<file path="src/rtl/mtr_pkg.sv">
package mtr_pkg;

   // register indexes of the configuration port
   localparam logic [2:0] CSR_DELAY_OFFSET  = 3'd0;
   localparam logic [2:0] CSR_RESYNC_SHIFT  = 3'd1;
   localparam logic [2:0] CSR_RATE_NUM      = 3'd2;
   localparam logic [2:0] CSR_RATE_DEN      = 3'd3;
   localparam logic [2:0] CSR_IN_TIMESCALE  = 3'd4;
   localparam logic [2:0] CSR_STREAM_CLASS  = 3'd5;
   localparam logic [2:0] CSR_FRAME_MODE    = 3'd6;
   localparam logic [2:0] CSR_ALIGN_THRESH  = 3'd7;

   // stream classes and frame actions
   localparam logic [1:0] CLASS_VIDEO  = 2'd0;
   localparam logic [1:0] ACT_NEW      = 2'd0;
   localparam logic [1:0] ACT_REPEAT   = 2'd1;
   localparam logic [1:0] ACT_DROP     = 2'd2;

   // milliseconds per second
   localparam logic [63:0] MS_PER_SEC  = 64'd1000;

   typedef enum logic {
      ALU_MUL,
      ALU_DIV
   } alu_op_type;

   typedef enum logic [4:0] {
      ST_IDLE,
      ST_EVAL,
      ST_WAIT,
      ST_NEG1,
      ST_NEG2,
      ST_POS,
      ST_RC1,
      ST_RC2,
      ST_RC3,
      ST_NC1,
      ST_NC2,
      ST_NC3,
      ST_NC3B,
      ST_NC4,
      ST_NC5,
      ST_ALIGN,
      ST_AL_SRS,
      ST_AL_PRED,
      ST_AL_CMP,
      ST_RS0,
      ST_RS1,
      ST_RS2,
      ST_RS3,
      ST_RS4,
      ST_DONE
   } state_type;

endpackage

</file>
<file path="src/rtl/mtr_alu.sv">
module mtr_alu (
   input  logic                clock,
   input  logic                reset,
   input  logic                start,
   input  mtr_pkg::alu_op_type op,
   input  logic [63:0]         opa,
   input  logic [63:0]         opb,
   output logic                done,
   output logic [63:0]         quo,
   output logic [63:0]         rem
);
   import mtr_pkg::*;

   logic        busy_ff, busy_in;
   logic        done_ff, done_in;
   logic [5:0]  cnt_ff, cnt_in;
   alu_op_type  op_ff, op_in;
   logic [63:0] acc_ff, acc_in;
   logic [63:0] rem_ff, rem_in;
   logic [63:0] sh_ff, sh_in;
   logic [63:0] b_ff, b_in;
   logic [64:0] trial;
   logic [64:0] diff;

   // one bit per cycle: shift-add multiply (mod 2^64) or restoring divide
   always_comb begin
      trial   = {rem_ff, sh_ff[63]};
      diff    = trial - {1'b0, b_ff};
      busy_in = busy_ff;
      done_in = 1'b0;
      cnt_in  = cnt_ff;
      op_in   = op_ff;
      acc_in  = acc_ff;
      rem_in  = rem_ff;
      sh_in   = sh_ff;
      b_in    = b_ff;
      if (start) begin
         busy_in = 1'b1;
         cnt_in  = '0;
         op_in   = op;
         sh_in   = opa;
         b_in    = opb;
         acc_in  = '0;
         rem_in  = '0;
      end else if (busy_ff) begin
         cnt_in = cnt_ff + 6'd1;
         if (cnt_ff == 6'd63) begin
            busy_in = 1'b0;
            done_in = 1'b1;
         end
         if (op_ff == ALU_MUL) begin
            if (b_ff[0]) begin
               acc_in = acc_ff + sh_ff;
            end
            sh_in = sh_ff << 1;
            b_in  = b_ff >> 1;
         end else begin
            sh_in = sh_ff << 1;
            if (!diff[64]) begin
               rem_in = diff[63:0];
               acc_in = {acc_ff[62:0], 1'b1};
            end else begin
               rem_in = trial[63:0];
               acc_in = {acc_ff[62:0], 1'b0};
            end
         end
      end
   end

   // control registers
   always_ff @(posedge clock) begin
      if (reset) begin
         busy_ff <= 1'b0;
         done_ff <= 1'b0;
         cnt_ff  <= '0;
      end else begin
         busy_ff <= busy_in;
         done_ff <= done_in;
         cnt_ff  <= cnt_in;
      end
   end

   // datapath registers
   always_ff @(posedge clock) begin
      op_ff  <= op_in;
      acc_ff <= acc_in;
      rem_ff <= rem_in;
      sh_ff  <= sh_in;
      b_ff   <= b_in;
   end

   assign done = done_ff;
   assign quo  = acc_ff;
   assign rem  = rem_ff;

   a_no_start_busy: assert property (@(posedge clock) disable iff (reset)
      start |-> !busy_ff) else $error("alu started while busy");
   a_done_after_busy: assert property (@(posedge clock) disable iff (reset)
      done_ff |-> $past(busy_ff)) else $error("alu done without run");
   a_start_runs: assert property (@(posedge clock) disable iff (reset)
      start |=> busy_ff && !done_ff) else $error("alu start did not run");

endmodule

</file>
<file path="config.mk">
export PLATFORM = sky130hd
export DESIGN_NAME = mtr_alu
export DESIGN_NICKNAME = d
export VERILOG_FILES = /design/src/rtl/mtr_pkg.sv /design/src/rtl/mtr_alu.sv
export SDC_FILE = /design/constraint.sdc
export NUM_CORES = 1
export LEC_CHECK = 0
export ABC_AREA = 1
export BUFFER_PORTS_ARGS = -buffer_cell sky130_fd_sc_hd__buf_2
export CORE_MARGIN = 3
export CORE_UTILIZATION = 29
export CTS_CLUSTER_SIZE = 25
export DETAILED_ROUTE_END_ITERATION = 8
export SYNTH_ARGS = -nofsm -noshare
export SYNTH_HDL_FRONTEND = slang
export SYNTH_SLANG_ARGS = --single-unit
</file>
<file path="constraint.sdc">
create_clock -name clock -period 7.57 [get_ports clock]
set_input_delay 0.3785 -clock clock [delete_from_list [all_inputs] [get_ports clock]]
set_output_delay 0.3785 -clock clock [all_outputs]
set_load 0.05 [all_outputs]
</file>
==> summary.txt, run 1 <==
Status
  • Status: finished, final reports clean

STA
  • Clock Skew: 0.0431 ns
  • # setup viols final: 0
  • Final max-slew violation count: 0
  • Period utilization: 0.474
  • Rel. slew slack: 0.172
  • Worst-margin pin slew: 1.24 ns
  • Period minus WS final: 3.59 ns
  • RSZ-0062 raised after global routing: false
  • Final Hold Viols: 0
  • Setup TNS: 0 ns
  • Fmax: 279 MHz

Synth
  • Most frequent cell after synthesis: nand2_1
  • Most frequent cells after synthesis: 1503 x nand2_1, 689 x inv_1, 273 x a21oi_1, 250 x nor2_1, 194 x nand3_1
  • Synth async-reset ratio: 0
  • Mapped Area: 23000 µm²
  • Ranking of synthesized cells by area: nand2_1 25%, edfxtp_1 17%, dfxtp_1 12%
  • Syn_area_per_cell: 5.98 µm²
  • Dominant synthesized flop cell: dfxtp_1
  • Syn Nets: 4107
  • Syn Inst Count: 3845
  • Flops & latches, synth: 265
  • Unique masters post-synth: 39
  • Yosys warns: 0
  • Top-area cell type share of the netlist area: 0.245
  • EDFF count, synth: 129
  • Area leader, netlist: nand2_1
  • Sequential-to-total area share from yosys stat: 0.287

Setup path
  • Worst EP required: 8.03 ns
  • Worst setup SP type: flop
  • Register-to-Register Setup Slack: 3.98 ns
  • Most frequent CP cell: nand2_2
  • Critical path arrival: 4.05 ns
  • WS Path Type: flop to flop
  • Cell family with most CP delay: simple AND/OR/NAND/NOR gates
  • CP Max Fanout: 65
  • CP max stage cell: buf_4
  • Reg2Reg Depth: 22
  • CP peak stage delay: 0.60 ns
  • Crit path buffers/inverters: 4
  • Crit. End Element: flop
  • Worst r2r src: sh_ff[63]$_DFFE_PP_
  • Crit path cell chain: inv_1 -> ha_1 -> fa_1 -> inv_1 -> nand2_1 -> nand2_1 -> nand3_1 -> nand2_2 -> nand2_2 -> nand2_2 -> nand2_2 -> nand2_2 -> nand2_2 -> nand2_2 -> nand2_2 -> buf_4 -> nand2_2 -> buf_4 -> nand2_1 -> nand2_1 -> nand2_1 -> a21oi_1
  • R2R Path End: rem[56]$_SDFFE_PP0P_

Clock network
  • CTS Sinks: 265
  • H-Tree Depth: 2
  • Clk root buf: clkbuf_16
  • CTS max path bufs: 3
  • # Post-CTS Setup Buffers: 0
  • CTS buffer count: 36
  • Clk slew on worst S/H paths: 0.06 ns
  • Clock latency at the later pin of the worst-skew pair: 0.56 ns
  • CTS tree: done

Pwr
  • Pwr per Cell Area: 171 nW/µm²
  • Leakage: 14.2 nW
  • Worst VDD drop: 0.129 mV

Global routing
  • Largest net degree at the start of global routing: 97
  • Initial antenna violation count: 3
  • Vias in the first global route: 22600
  • Congestion Overflow GR: 0
  • First-pass GRT wire length: 128000 µm
  • Tot GR Track Use: 0.194

Hold path
  • Min-Delay Path Depth: 4
  • Min-delay src: reset
  • Hold Path Sink: busy_ff$_SDFF_PP0_
  • Hold Crit Class: input pin to flop

Detailed routing
  • ANT nets after route: 0
  • Drt first pass iters: 6
  • Routed wire length: 82600 µm
  • DR DRC count: 0
  • Wire length per cell: 16.1 µm
  • Iter 0 DRT Violations: 1798
  • Via count: 23700
  • Via density: 4.63

Job
  • Max Cap Viol: 0

Die
  • Die Span Y: 288 µm
  • Core Area: 78000 µm²
  • Starting Density: 0.295
  • Die width: 288 µm
  • Row cnt: 102
  • # IOs: 261
  • Die area: 82800 µm²

Finish
  • Layout cells sized above 1: 0.0909
  • Final instance area: 26400 µm²
  • Area Overhead vs Synth: 14.7%
  • Fillers: 8747
  • Nets@finish: 4316

Placed design
  • GPL Wtd Cong: 0.974
  • Post-DP Area: 25200 µm²
  • Hpwl dp: 65900 µm
  • PortBufs: 260
==> repair_timing <==
item                      4_1_cts  5_1_grt
hold endpoints to repair        1        0
resized for setup               0        0
hold buffers                    1        0
==> placed cells by master (no fill, tap or decap), drive strengths merged <==
cell type,synthesis,final
a21boi,2,2
fa,2,2
xor2,49,49
nor4,8,8
xnor2,8,8
nor3,24,24
a21o,2,2
diode,0,6
o21bai,35,35
clkinv,0,8
and2,3,3
or2,4,4
nand3b,53,53
clkbuf,73,52
a31oi,1,1
dlygate4sd3,0,1
clkinvlp,0,1
o21a,5,5
inv,698,701
a21oi,274,274
nand3,195,195
nand4,26,26
o21ai,178,178
edfxtp,129,129
dfxtp,136,136
buf,31,274
nand2,1519,1519
and3,2,2
bufinv,0,1
nor2,258,258
o221ai,2,2
ha,128,128
==> worst max path at each step <==
| stage | from | slack (ns) | to | cells after the start |
|---|---|---|---|---|
| 2_1_floorplan | op_ff$_DFFE_PP_ | 1.73 | b_ff[0]$_DFFE_PP_ | 3 |
| 3_3_place_gp | sh_ff[63]$_DFFE_PP_ | 4.05 | rem[53]$_SDFFE_PP0P_ | 22 |
| 3_5_place_dp | sh_ff[63]$_DFFE_PP_ | 3.96 | rem[56]$_SDFFE_PP0P_ | 22 |
| 4_1_cts | sh_ff[63]$_DFFE_PP_ | 3.91 | rem[56]$_SDFFE_PP0P_ | 22 |
| 5_1_grt | sh_ff[63]$_DFFE_PP_ | 3.61 | rem[57]$_SDFFE_PP0P_ | 22 |
| 6_report | sh_ff[63]$_DFFE_PP_ | 3.98 | rem[56]$_SDFFE_PP0P_ | 22 |
==> sequential cells by signal, summed over array words and instances (netlist names) <==
name / cells
b_ff: 64
quo: 64
op_ff: 1
done: 1
busy_ff: 1
rem: 64
cnt_ff: 6
sh_ff: 64
==> tightest hold or removal path, stage by stage <==
cell     delay [ns]
buf_2          0.09
a21oi_1        0.04
o21ai_0        0.06
inv_1          0.04
==> layer usage <==
layer,wire length [µm],global-route usage,part of all wire
met3,5740,0.0331,0.069
met5,0,0,0
met4,2300,0.0514,0.028
met1,39700,0.274,0.48
met2,34900,0.306,0.42
==> power breakdown <==
group          total, W  internal (W)  switching, W
sequential      0.00170       0.00163     0.0000754
clock           0.00165      0.000970      0.000681
combinational   0.00115      0.000336      0.000814
total           0.00450       0.00293       0.00157
==> stage by stage <==
step	hold slack, ns	setup WS [ns]	util	std cells	power [W]
3_5_place_dp	0.446	3.96	0.324	5055	0.00288
3_3_place_gp	0.443	4.05	0.324	5055	0.00288
4_1_cts	0.0498	3.91	0.338	5121	0.00455
2_1_floorplan	0.422	1.73	-	3845	0.00252
6_report	0.0794	3.98	0.339	5127	0.00450
5_1_grt	0.0772	3.61	0.338	5121	0.00476
==> kinds of logic after synthesis <==
| group | synth area share |
|---|---|
| flip-flops | 0.287 |
| XOR/XNOR | 0.0217 |
| buffers and inverters | 0.136 |
| AO/OA/AOI/OAI | 0.114 |
| AND/OR/NAND/NOR | 0.370 |
| adder cells (fa/ha/maj) | 0.0713 |
==> cell type report <==
cell class,count,area [µm²],share of cell area
tap,1040,1300,0.0493
clock buffer,52,1010,0.0383
multi-input combinational,2778,13300,0.504
antenna,6,15.0,0.000569
timing repair buffer,275,1430,0.0540
inverter,698,2620,0.0993
sequential,265,6600,0.250
clock inverter,13,120,0.00455
No activity file was read; power rests on OpenSTA's default activity.
==> run 2: changes to the inputs <==
- clock period: 7.57 -> 3.1 ns (I/O delays scaled with it)
==> summary.txt, run 2 (synthesized netlist as in run 1, its figures left out) <==
Pwr
  • Combinational Power Share: 0.265
  • Leakage: 14.9 nW
  • Pwr per Cell Area: 404 nW/µm²
  • Internal: 0.00738 W
  • Psw: 0.00387 W
  • Switching share of power: 0.344
  • Worst VDD drop: 0.325 mV
  • Clk network pwr share: 0.364
  • Flop pwr share: 0.370

Clock network
  • Clock latency at the later pin of the worst-skew pair: 0.56 ns
  • CTS max path bufs: 3
  • Clk root buf: clkbuf_16
  • CTS tree: done
  • # resized after CTS: 0
  • CTS Sinks: 265
  • Clk slew on worst S/H paths: 0.06 ns
  • H-Tree Depth: 2
  • CTS buffer count: 35

Detailed routing
  • Wire length per cell: 15.8 µm
  • Via count: 24500
  • Via density: 4.65
  • Routed wire length: 83200 µm
  • ANT nets after route: 0
  • DR DRC count: 0
  • Drt first pass iters: 6
  • Iter 0 DRT Violations: 1559

Finish
  • Area Overhead vs Synth: 21.2%
  • Nets@finish: 4462
  • Final instance area: 27900 µm²
  • Commonest cells after routing, fill and taps aside: 1500 x nand2_1, 687 x inv_1, 273 x a21oi_1, 259 x buf_2, 250 x nor2_1
  • Most common cell after layout, fill and taps aside: nand2_1
  • Seq. cell area: 6600 µm²
  • Fillers: 8564
  • Layout cells sized above 1: 0.0920
  • Multi-input gate area: 13300 µm²
  • Final cell count without fillers: 5270

STA
  • Worst-margin pin slew: 0.858 ns
  • Period minus WS final: 2.76 ns
  • Fmax: 362 MHz
  • Final max-slew violation count: 0
  • # setup viols final: 0
  • Period utilization: 0.890
  • Clock Skew: 0.0455 ns
  • RSZ-0062 raised after global routing: false
  • Final Hold Viols: 0
  • Setup TNS: 0 ns
  • Rel. slew slack: 0.428

Setup path
  • Worst setup SP type: flop
  • Worst EP required: 3.56 ns
  • Crit. End Element: flop
  • CP Max Fanout: 33
  • Critical path arrival: 3.22 ns
  • WS Path Type: flop to flop

Die
  • Starting Density: 0.295
  • Core Area: 78000 µm²
  • # IOs: 261
  • Die area: 82800 µm²
  • Die width: 288 µm
  • Die Span Y: 288 µm
  • Row cnt: 102

Global routing
  • Largest net degree at the start of global routing: 150
  • Vias in the first global route: 23200
  • Initial antenna violation count: 3
  • Tot GR Track Use: 0.197
  • First-pass GRT wire length: 130000 µm
  • Congestion Overflow GR: 0

Placed design
  • GPL Wtd Cong: 1.03
  • Hpwl dp: 66300 µm
  • Post-DP Area: 25400 µm²
  • Placed Cells incl. Taps: 5073
  • PortBufs: 260

Hold path
  • Hold Crit Class: input pin to flop

Job
  • Max Cap Viol: 0

Status
  • Status: finished, final reports clean
run 2: changes by cell type in the layout (fill, tap and decap cells not counted), sizes merged, moves of 2 or more:
| cell | change |
|---|---|
| dlygate4sd3 | +129 |
| clkinv | +5 |
| clkbuf | -5 |
| bufinv | +2 |
| buf | +18 |
| inv | -3 |
| diode | -2 |
run 2: routing by layer:
| metal | share of wire | GRT usage |
|---|---|---|
| met2 | 0.43 | 0.310 |
| met3 | 0.066 | 0.0315 |
| met5 | 0.00016 | 0 |
| met1 | 0.48 | 0.276 |
| met4 | 0.031 | 0.0575 |
run 2: power groups by stage:
stage	sequential, W	clock, W	combinational (W)
2_1_floorplan	0.00443	0	0.00173
3_3_place_gp	0.00424	0	0.00283
3_5_place_dp	0.00424	0	0.00284
4_1_cts	0.00417	0.00424	0.00298
5_1_grt	0.00420	0.00435	0.00334
6_report	0.00417	0.00410	0.00299
run 2: stage by stage:
| stage | util | setup WS [ns] | power (W) | hold WS [ns] |
|---|---|---|---|---|
| final | 0.358 | 0.339 | 0.0113 | 0.0531 |
| after global routing | 0.357 | 0.0593 | 0.0119 | 0.0552 |
| after CTS | 0.357 | 0.296 | 0.0114 | 0.0136 |
| after detailed placement | 0.326 | 0.336 | 0.00707 | 0.412 |
| after global placement | 0.326 | 0.341 | 0.00707 | 0.421 |
| after floorplan | - | 0.206 | 0.00616 | 0.254 |
run 2: repair_timing:
item | 4_1_cts | 5_1_grt
endpoints found under the setup margin | 0 | 0
endpoints found under the hold margin | 150 | 0
buffers inserted | 0 | 0
hold buffers | 130 | 0
run 2: worst paths after layout:
| check | startpoint | end | slack (ns) | depth (start not counted) |
|---|---|---|---|---|
| max | b_ff[32]$_DFFE_PP_ | rem[53]$_SDFFE_PP0P_ | 0.34 | 15 |
| min | opa[3] | sh_ff[3]$_DFFE_PP_ | 0.05 | 3 |
| max reg2reg | b_ff[32]$_DFFE_PP_ | rem[53]$_SDFFE_PP0P_ | 0.34 | 15 |
| min reg2reg | cnt_ff[5]$_SDFFE_PP0P_ | cnt_ff[5]$_SDFFE_PP0P_ | 0.44 | 1 |
run 2: worst max-delay path: stages, from the launching register on:
cell      delay [ns]
edfxtp_1        0.31
inv_1           0.05
ha_1            0.43
nand2_1         0.14
inv_1           0.09
nand2_1         0.12
nor2_2          0.18
nand2_2         0.11
nor4_2          0.21
nand2_2         0.12
nand3_2         0.11
buf_4           0.36
nand3_1         0.12
nand2_1         0.09
nand2_1         0.05
a21oi_1         0.13
run 2: area by class of cell:
type,instances,share of cell area
Multi-Input combinational cell,2778,0.477
Sequential cell,265,0.237
Antenna cell,4,0.000359
Inverter,698,0.0940
Clock inverter,16,0.00642
Clock buffer,47,0.0348
Timing Repair Buffer,422,0.104
Tap cell,1040,0.0467
==> run 3: changes to the inputs <==
- CORE_UTILIZATION: 29 -> 36
- RECOVER_POWER: unset -> 100
- SETUP_SLACK_MARGIN: unset -> 0.15
==> summary.txt, run 3 (synthesized netlist as in run 1, its figures left out) <==
Die
  • Die area: 67000 µm²
  • Die Span Y: 259 µm
  • Die width: 259 µm
  • Core Area: 63200 µm²
  • Row cnt: 92
  • # IOs: 261
  • Starting Density: 0.364

Setup path
  • Crit. End Element: flop
  • Worst EP required: 3.50 ns
  • Worst setup SP type: flop
  • WS Path Type: flop to flop
  • Cell family with most CP delay: simple AND/OR/NAND/NOR gates
  • Most frequent CP cell: nand2_1
  • Worst r2r src: b_ff[32]$_DFFE_PP_
  • CP peak stage delay: 0.46 ns
  • Crit path buffers/inverters: 3
  • Critical path arrival: 3.22 ns
  • Reg2Reg Depth: 16
  • CP Max Fanout: 35
  • CP max stage cell: ha_1
  • Crit path cell chain: inv_1 -> ha_1 -> nand2_1 -> inv_1 -> nand2_1 -> nor2_2 -> nand2_2 -> nor4_2 -> nand2_2 -> nand2_1 -> nand2_2 -> nand2_4 -> buf_12 -> nand2_1 -> nand3_1 -> a21oi_1
  • Register-to-Register Setup Slack: 0.28 ns
  • R2R Path End: rem[21]$_SDFFE_PP0P_

Finish
  • Area Overhead vs Synth: 19.4%
  • Final core occ: 0.435
  • Commonest cells after routing, fill and taps aside: 1504 x nand2_1, 687 x inv_1, 273 x a21oi_1, 249 x nor2_1, 194 x nand3_1
  • Final instance area: 27500 µm²
  • Multi-input gate area: 13300 µm²
  • Ant. Diodes: 0
  • Most common cell after layout, fill and taps aside: nand2_1
  • Final cell count without fillers: 5065
  • Nets@finish: 4456
  • Seq. cell area: 6600 µm²
  • Layout cells sized above 1: 0.0604
  • Fillers: 6944

STA
  • Final max-slew violation count: 85
  • Rel. slew slack: -0.304
  • Final Hold Viols: 0
  • # setup viols final: 0
  • RSZ-0062 raised after global routing: true
  • Worst Hold Slack: 0.0635 ns
  • Worst-margin pin slew: 1.96 ns
  • Clock Skew: 0.0286 ns
  • Setup TNS: 0 ns
  • Period minus WS final: 2.82 ns
  • Period utilization: 0.908
  • Fmax: 355 MHz

Hold path
  • Hold Path Sink: sh_ff[63]$_DFFE_PP_
  • Min-delay src: opa[63]
  • Min-Delay Path Depth: 3
  • Hold Crit Class: input pin to flop

Detailed routing
  • Via density: 4.83
  • DR DRC count: 0
  • Routed wire length: 82300 µm
  • Wire length per cell: 16.2 µm
  • Drt first pass iters: 5
  • ANT nets after route: 0
  • Metal-1 WL: 39700 µm
  • Met2 Wirelength: 35000 µm
  • Met3 wire length: 5410 µm
  • Via count: 24500
  • Highest Signal Layer: met4
  • Iter 0 DRT Violations: 1810

Status
  • Violated checks: max-capacitance violations, max-slew violations
  • Status: finished, violations left

Placed design
  • Post-DP Area: 25200 µm²
  • PortBufs: 260
  • GPL Wtd Cong: 1.02
  • Hpwl dp: 64900 µm
  • Placed Cells incl. Taps: 4873

Global routing
  • Tot GR Track Use: 0.241
  • First-pass GRT wire length: 128000 µm
  • Initial antenna violation count: 0
  • Largest net degree at the start of global routing: 115
  • Congestion Overflow GR: 0
  • Vias in the first global route: 23300

Pwr
  • Worst VDD drop: 0.341 mV
  • Pwr per Cell Area: 411 nW/µm²
  • Leakage: 14.3 nW

Clock network
  • CTS Sinks: 265
  • CTS max path bufs: 3
  • Clock latency at the later pin of the worst-skew pair: 0.55 ns
  • CTS buffer count: 35
  • Clk root buf: clkbuf_16
  • Clk slew on worst S/H paths: 0.05 ns
  • H-Tree Depth: 2
  • CTS tree: done

Job
  • Max Cap Viol: 1
[run 3: changes by cell type in the layout (fill, tap and decap cells not counted), sizes merged]
cell / before / now
diode: 4 / 0
clkbuf: 47 / 181
buf: 292 / 152
clkinvlp: 0 / 3
dlygate4sd3: 130 / 129
clkinv: 13 / 9
inv: 698 / 699
[run 3: worst max path at each step]
| stage | endpoint | from | cells past startpoint | slack (ns) |
|---|---|---|---|---|
| finish | rem[21]$_SDFFE_PP0P_ | b_ff[32]$_DFFE_PP_ | 16 | 0.28 |
| global route | sh_ff[58]$_DFFE_PP_ | start | 4 | 0.06 |
| CTS | rem[8]$_SDFFE_PP0P_ | b_ff[32]$_DFFE_PP_ | 16 | 0.16 |
| detailed placement | rem[33]$_SDFFE_PP0P_ | b_ff[32]$_DFFE_PP_ | 16 | 0.19 |
| global placement | rem[8]$_SDFFE_PP0P_ | b_ff[32]$_DFFE_PP_ | 16 | 0.21 |
| floorplan | b_ff[0]$_DFFE_PP_ | op_ff$_DFFE_PP_ | 3 | 0.21 |
[run 3: stage by stage]
stage / power (W) / setup WS [ns]
2_1_floorplan: 0.00616 / 0.206
3_5_place_dp: 0.00705 / 0.190
4_1_cts: 0.0114 / 0.162
3_3_place_gp: 0.00705 / 0.206
6_report: 0.0113 / 0.285
5_1_grt: 0.0119 / 0.0627
[run 3: repair_timing]
item | CTS | global route
resized for setup | 0 | 9
endpoints found under the hold margin | 136 | 0
buffers inserted | 0 | 0
hold buffers | 129 | 0
endpoints found under the setup margin | 0 | 65
[run 3: where the power goes]
group,switching (W),leakage (nW),total [W],internal (W)
combinational,0.00202,11.3,0.00294,0.000919
clock,0.00163,0.569,0.00416,0.00253
sequential,0.000202,2.42,0.00418,0.00397
[run 3: metal layers]
layer  global-route usage  vias to the layer above
li1                     -                    12600
met1                0.344                    11000
met2                0.376                      698
met3               0.0394                      101
met4               0.0662                        0
met5                    0                        -
[run 3: cell type report]
type | instances | area share
timing repair buffer | 416 | 0.0989
clock inverter | 16 | 0.00638
clock buffer | 46 | 0.0364
tap | 846 | 0.0385
multi-input combinational | 2778 | 0.484
sequential | 265 | 0.240
inverter | 698 | 0.0954
[run 3: worst reg2reg max path: cells and delay by family (launching register included)]
family	cells	cell delay, ns
AND/OR/NAND/NOR	11	1.49
adder cells (fa/ha/maj)	1	0.46
flip-flops	1	0.31
AO/OA/AOI/OAI	1	0.07
buffers and inverters	3	0.35
